<file path="src/rtl/fmee_pkg.sv">
`timescale 1ns / 1ps
// ----------------------------------------------------------------------------
// fmee_pkg: shared types and constants of the flight mode energy estimator
// Mode codes, register indexes, reset values, sequencer states and the
// command/status structs between the controller and the datapath.
// ----------------------------------------------------------------------------
package fmee_pkg;

  typedef enum logic [2:0] {
    MODE_STOP    = 3'd0,
    MODE_HOVER   = 3'd1,
    MODE_ASCEND  = 3'd2,
    MODE_DESCEND = 3'd3,
    MODE_MOVE    = 3'd4
  } mode_t;

  localparam logic [2:0] REG_ASCEND  = 3'd0;
  localparam logic [2:0] REG_DESCEND = 3'd1;
  localparam logic [2:0] REG_MOVE    = 3'd2;
  localparam logic [2:0] REG_HOVER   = 3'd3;
  localparam logic [2:0] REG_SUPPLY  = 3'd4;

  localparam logic [15:0] ASCEND_RESET  = 16'd16000;
  localparam logic [15:0] DESCEND_RESET = 16'd13440;
  localparam logic [15:0] MOVE_RESET    = 16'd14080;
  localparam logic [31:0] HOVER_RESET   = 32'd13762560;

  // Root of a 48 bit radicand gives 24 bits; the quotient needs 34 bits.
  localparam int SQRT_STEPS = 24;
  localparam int DIV_STEPS  = 34;

  typedef enum logic [3:0] {
    ST_IDLE,
    ST_ENERGY1,
    ST_ENERGY2,
    ST_ENERGY3,
    ST_SQ,
    ST_ITER,
    ST_MOVE_MUL,
    ST_VERT_MUL,
    ST_SUM,
    ST_OUT
  } state_t;

  typedef struct packed {
    logic load;
    logic energy1;
    logic energy2;
    logic energy3;
    logic square;
    logic iter_init;
    logic iter_step;
    logic move_mul;
    logic vert_mul;
    logic sum;
  } dp_cmd_t;

  typedef struct packed {
    logic iter_done;
  } dp_status_t;

endpackage

</file>
<file path="src/rtl/fmee_ctrl.sv">
`timescale 1ns / 1ps
// ----------------------------------------------------------------------------
// fmee_ctrl: item sequencer
// Steps one item through the energy charge, the shared root/divide loop,
// the current products and the result register.
// ----------------------------------------------------------------------------
module fmee_ctrl
  import fmee_pkg::*;
(
  input  logic       clk,
  input  logic       rst,
  input  logic       in_valid,
  output logic       in_ready,
  output logic       out_valid,
  input  logic       out_ready,
  output dp_cmd_t    cmd,
  input  dp_status_t status
);

  state_t state, state_next;

  always_ff @(posedge clk) begin
    if (rst) begin
      state <= ST_IDLE;
    end else begin
      state <= state_next;
    end
  end

  always_comb begin
    state_next = state;
    cmd        = '0;
    in_ready   = 1'b0;
    out_valid  = 1'b0;
    unique case (state)
      ST_IDLE: begin
        in_ready = 1'b1;
        if (in_valid) begin
          cmd.load   = 1'b1;
          state_next = ST_ENERGY1;
        end
      end
      ST_ENERGY1: begin
        cmd.energy1 = 1'b1;
        state_next  = ST_ENERGY2;
      end
      ST_ENERGY2: begin
        cmd.energy2 = 1'b1;
        state_next  = ST_ENERGY3;
      end
      ST_ENERGY3: begin
        cmd.energy3 = 1'b1;
        state_next  = ST_SQ;
      end
      ST_SQ: begin
        cmd.square = 1'b1;
        state_next = ST_ITER;
      end
      ST_ITER: begin
        if (status.iter_done) begin
          state_next = ST_MOVE_MUL;
        end else begin
          cmd.iter_step = 1'b1;
        end
      end
      ST_MOVE_MUL: begin
        cmd.move_mul = 1'b1;
        state_next   = ST_VERT_MUL;
      end
      ST_VERT_MUL: begin
        cmd.vert_mul = 1'b1;
        state_next   = ST_SUM;
      end
      ST_SUM: begin
        cmd.sum    = 1'b1;
        state_next = ST_OUT;
      end
      ST_OUT: begin
        out_valid = 1'b1;
        if (out_ready) begin
          state_next = ST_IDLE;
        end
      end
      default: state_next = ST_IDLE;
    endcase
    cmd.iter_init = cmd.square;
  end

endmodule

</file>
<file path="config.mk">
export PLATFORM = sky130hd
export DESIGN_NAME = fmee_ctrl
export DESIGN_NICKNAME = d
export VERILOG_FILES = /design/src/rtl/fmee_pkg.sv /design/src/rtl/fmee_ctrl.sv
export SDC_FILE = /design/constraint.sdc
export NUM_CORES = 1
export LEC_CHECK = 0
export ABC_CLOCK_PERIOD_IN_PS = 1150
export BUFFER_PORTS_ARGS = -buffer_cell sky130_fd_sc_hd__buf_2
export CAP_MARGIN = 20
export CORE_AREA = 4 4 41 43
export CTS_CLUSTER_SIZE = 30
export DETAILED_ROUTE_END_ITERATION = 8
export DIE_AREA = 0 0 45 47
export MAX_ROUTING_LAYER = met4
export PLACE_DENSITY_LB_ADDON = 0.15
export SYNTH_ARGS = -nofsm -noshare
export SYNTH_HDL_FRONTEND = slang
export SYNTH_SLANG_ARGS = --single-unit
</file>
<file path="constraint.sdc">
create_clock -name clk -period 1.15 [get_ports clk]
set_input_delay 0.0575 -clock clk [delete_from_list [all_inputs] [get_ports clk]]
set_output_delay 0.0575 -clock clk [all_outputs]
set_load 0.03 [all_outputs]
</file>
# Yosys cells after proc, flatten, opt, wreduce, memory -nomap -nowiden
# Cells that the tools add are included.
# op_classes
eq_ne	12
muxes	17
n_reduce_logical	2
# op_table
op	count
$pmux 4 s10	1
$eq 4x3->1 const B	4
$mux 1	13
$mux 4	3
$eq 4x2->1 const B	2
$eq 4x4->1 const B	2
$ne 2x2->1 const B	3
$eq 4x1->1 const B	1
$logic_not 4->1	1
$reduce_and 3->1	1
# word_totals
reg_bits	4
inputBits	5
word_cells	32

# Logic depth before layout (Yosys ltp)
# depth
word_depth	3
depth_mapped	4
depth_no_buf	3

# Worst setup path after synthesis
# OpenSTA, ideal clock, no wires.
# synth_path
kind	register to output
start	reg state[3]
end	out cmd[9] in the netlist's numbering
arrival_time_ns	1.887
required_ns	1.092
setup_slack_ns	-0.794
path_stages_with_launch	4
n_path_buf	1
cell_sequence	dfxtp_1 buf_4 nor4_1 and2_1
# synth_rtl
item	line_no	source
from (decl)	fmee_ctrl.sv:20	state_t state, state_next;
from (signal assigned)	fmee_ctrl.sv:26	state <= state_next;
to (decl)	fmee_ctrl.sv:16	output dp_cmd_t cmd,

==> out/metrics.csv <==
metric;value;unit
min_period;1290;ps
reg_top3;state (4);
synthToLayoutAreaGrowth;131;%
cts.sinks;4;
synth_nets;43;
design.core.area;1300;µm²
status;complete, but fails checks;
synth-seq-cells;4;
fillers;128;
post_drt_wl_per_cell;13.2;µm
grt_max_degree;7;
clk_pin_slew_worst_paths;30;ps
cap_violations;0;
hold_path_class;in -> reg;
dp_slack;-31.0;ps
finalHoldViolCount;0;
antenna_cells;0;
place_hpwl;657;µm
final_core_util;0.503;
antenna_left;0;
start_util;0.217;
comb_power_share;0.430;
start_kind;flip-flop;
rows;13;
vias;370;
rsz0062_at_grt;true;
seq_area_frac_synth;0.283;
critPathKind;reg -> out;
drc;0;
pwr-share-clk;0.292;
grt_remaining_overflow;0;
htreeDepth;1;
avgSynthCellArea;7.44;µm²
largest_register;state;
fin_nets;71;
whs;61.5;ps
ctsHoldBuffers;0;
p_sw_frac;0.339;
required;1090;ps
die_y;47;µm
period_share;1.13;
wl;1.04;mm
clock_latency;230;ps
path_max_fanout;5;
dieArea;2120;µm²
p_leak;0.305;nW
relSlewSlack;0.831;
switchingPower;0.000200;W
slew_violations;0;
synth_ff_type;dfxtp_1;
synth_cell_types;21;
drt_iter0_drc;6;
critPathMaxStageDelay;350;ps
dr.pass1.iters;4;
violations;negative setup slack;
io_pins;17;
dieWidth;45;µm
p_int;0.000390;W
p_per_area;902;nW/µm²
reg2reg_from;state[1];
finalSetupViolations;11;
grt_pass1_vias;373;
fmax;772;MHz
worst_slack;-145;ps
worst_pin_slew;252;ps
grt_pass1_wl;1.63;mm
synth_edf_count;0;
synth_warnings;0;
ir_drop;0.000789;V
syn_area;283;µm²
cts.root.buffer_cell;clkbuf_4;
gp_congestion;0.723;
arrival;1240;ps
cts_tree;yes;
drive_gt1_frac;0.813;
synthArstFlopShare;0;
pwr-share-seq;0.278;
cts_inserted_buffers;3;
port_buffers;16;
syn_inst;38;
fin_skew;4.07;ps
grt_usage;0.109;
crit_slowest_cell;dfxtp_2;
antenna_found_initial;0;
clockBufferDepth;2;
drt-vias-per-instance;4.68;
largest_register_ffs;4;
end_kind;output port;
crit_start;state[2];
cp_cell_sequence;or2b_4 -> nor3_4 -> buf_6;
hold_path.startpoint;rst;
## path summary, 6_finish.rpt
kind                                 end  slack [ps]  depth (start not counted)
worst max-delay path              cmd[3]        -140                          3
worst min-delay path            state[2]          60                          2
worst max register to register  state[0]        -130                          3
worst min register to register  state[2]         600                          2
## final cells by class
type                    instances  area [µm²]  share of cell area
well taps                      15        18.8              0.0287
clock buffers                   3        22.5              0.0344
flip-flops and latches          4        90.1               0.138
repair buffers                 28         235               0.359
multi-input cells              28         284               0.434
inverters                       1        3.75             0.00574
## Yosys cell counts (2+ instances only)
cell type	n	area (µm²)
clkbuf_1	2	7.51
nor3_1	7	35.0
nor2_1	5	18.8
dfxtp_1	4	80.1
nand2b_1	3	18.8
buf_4	2	15.0
## power groups by stage
stage / Combinational (W) / Sequential, W / Clock (W)
2_1_floorplan: 0.000146 / 0.000152 / 0
4_1_cts: 0.000229 / 0.000161 / 0.000176
5_1_grt: 0.000269 / 0.000166 / 0.000196
3_5_place_dp: 0.000192 / 0.000166 / 0
3_3_place_gp: 0.000192 / 0.000167 / 0
6_report: 0.000254 / 0.000164 / 0.000172
## critical path: cells and delay by family (launching register included)
family | cells | cell delay (ps)
and+or+nand+nor | 2 | 500
buffers and inverters | 1 | 150
DFF | 1 | 350
## layout by cell type, fill, tap and decap left out, drive strengths merged, types with 3 or more instances in the layout
master | netlist | final
buf | 3 | 28
clkbuf | 2 | 3
dfxtp | 4 | 4
nand2b | 3 | 3
nor2 | 5 | 5
nor3 | 7 | 7
## metal layers
layer  vias to the layer above  track usage  wire (µm)
li1                        185            -          -
met5                         -            -          0
met2                        14        0.195        577
met4                         0            0          0
met1                       171        0.118        399
met3                         0       0.0460         65
## timing repair
| action | CTS | global route |
|---|---|---|
| gates resized for setup | 27 | 7 |
| buffers inserted | 1 | 2 |
| pin swaps | 4 | 3 |
| endpoints found under the setup margin | 13 | 14 |
## kinds of logic (layout without fill, tap and decap cells)
kind of cell | after synthesis | after routing | synth area share
flip-flops | 4 | 4 | 0.283
AND/OR/NAND/NOR | 20 | 20 | 0.367
XOR/XNOR | 1 | 1 | 0.0310
buffers and inverters | 6 | 32 | 0.133
AO/OA/AOI/OAI | 7 | 7 | 0.186
## metrics by stage
step,power [W],area (µm²),TNS (ps),instances
final,0.000591,654,-1240,79
after global routing,0.000631,654,-2010,79
after CTS,0.000567,607,-1270,77
after detailed placement,0.000358,498,-59.0,73
after global placement,0.000359,498,-36.8,73
after floorplan,0.000298,375,-829,38
(Power assumes the default switching activity.)
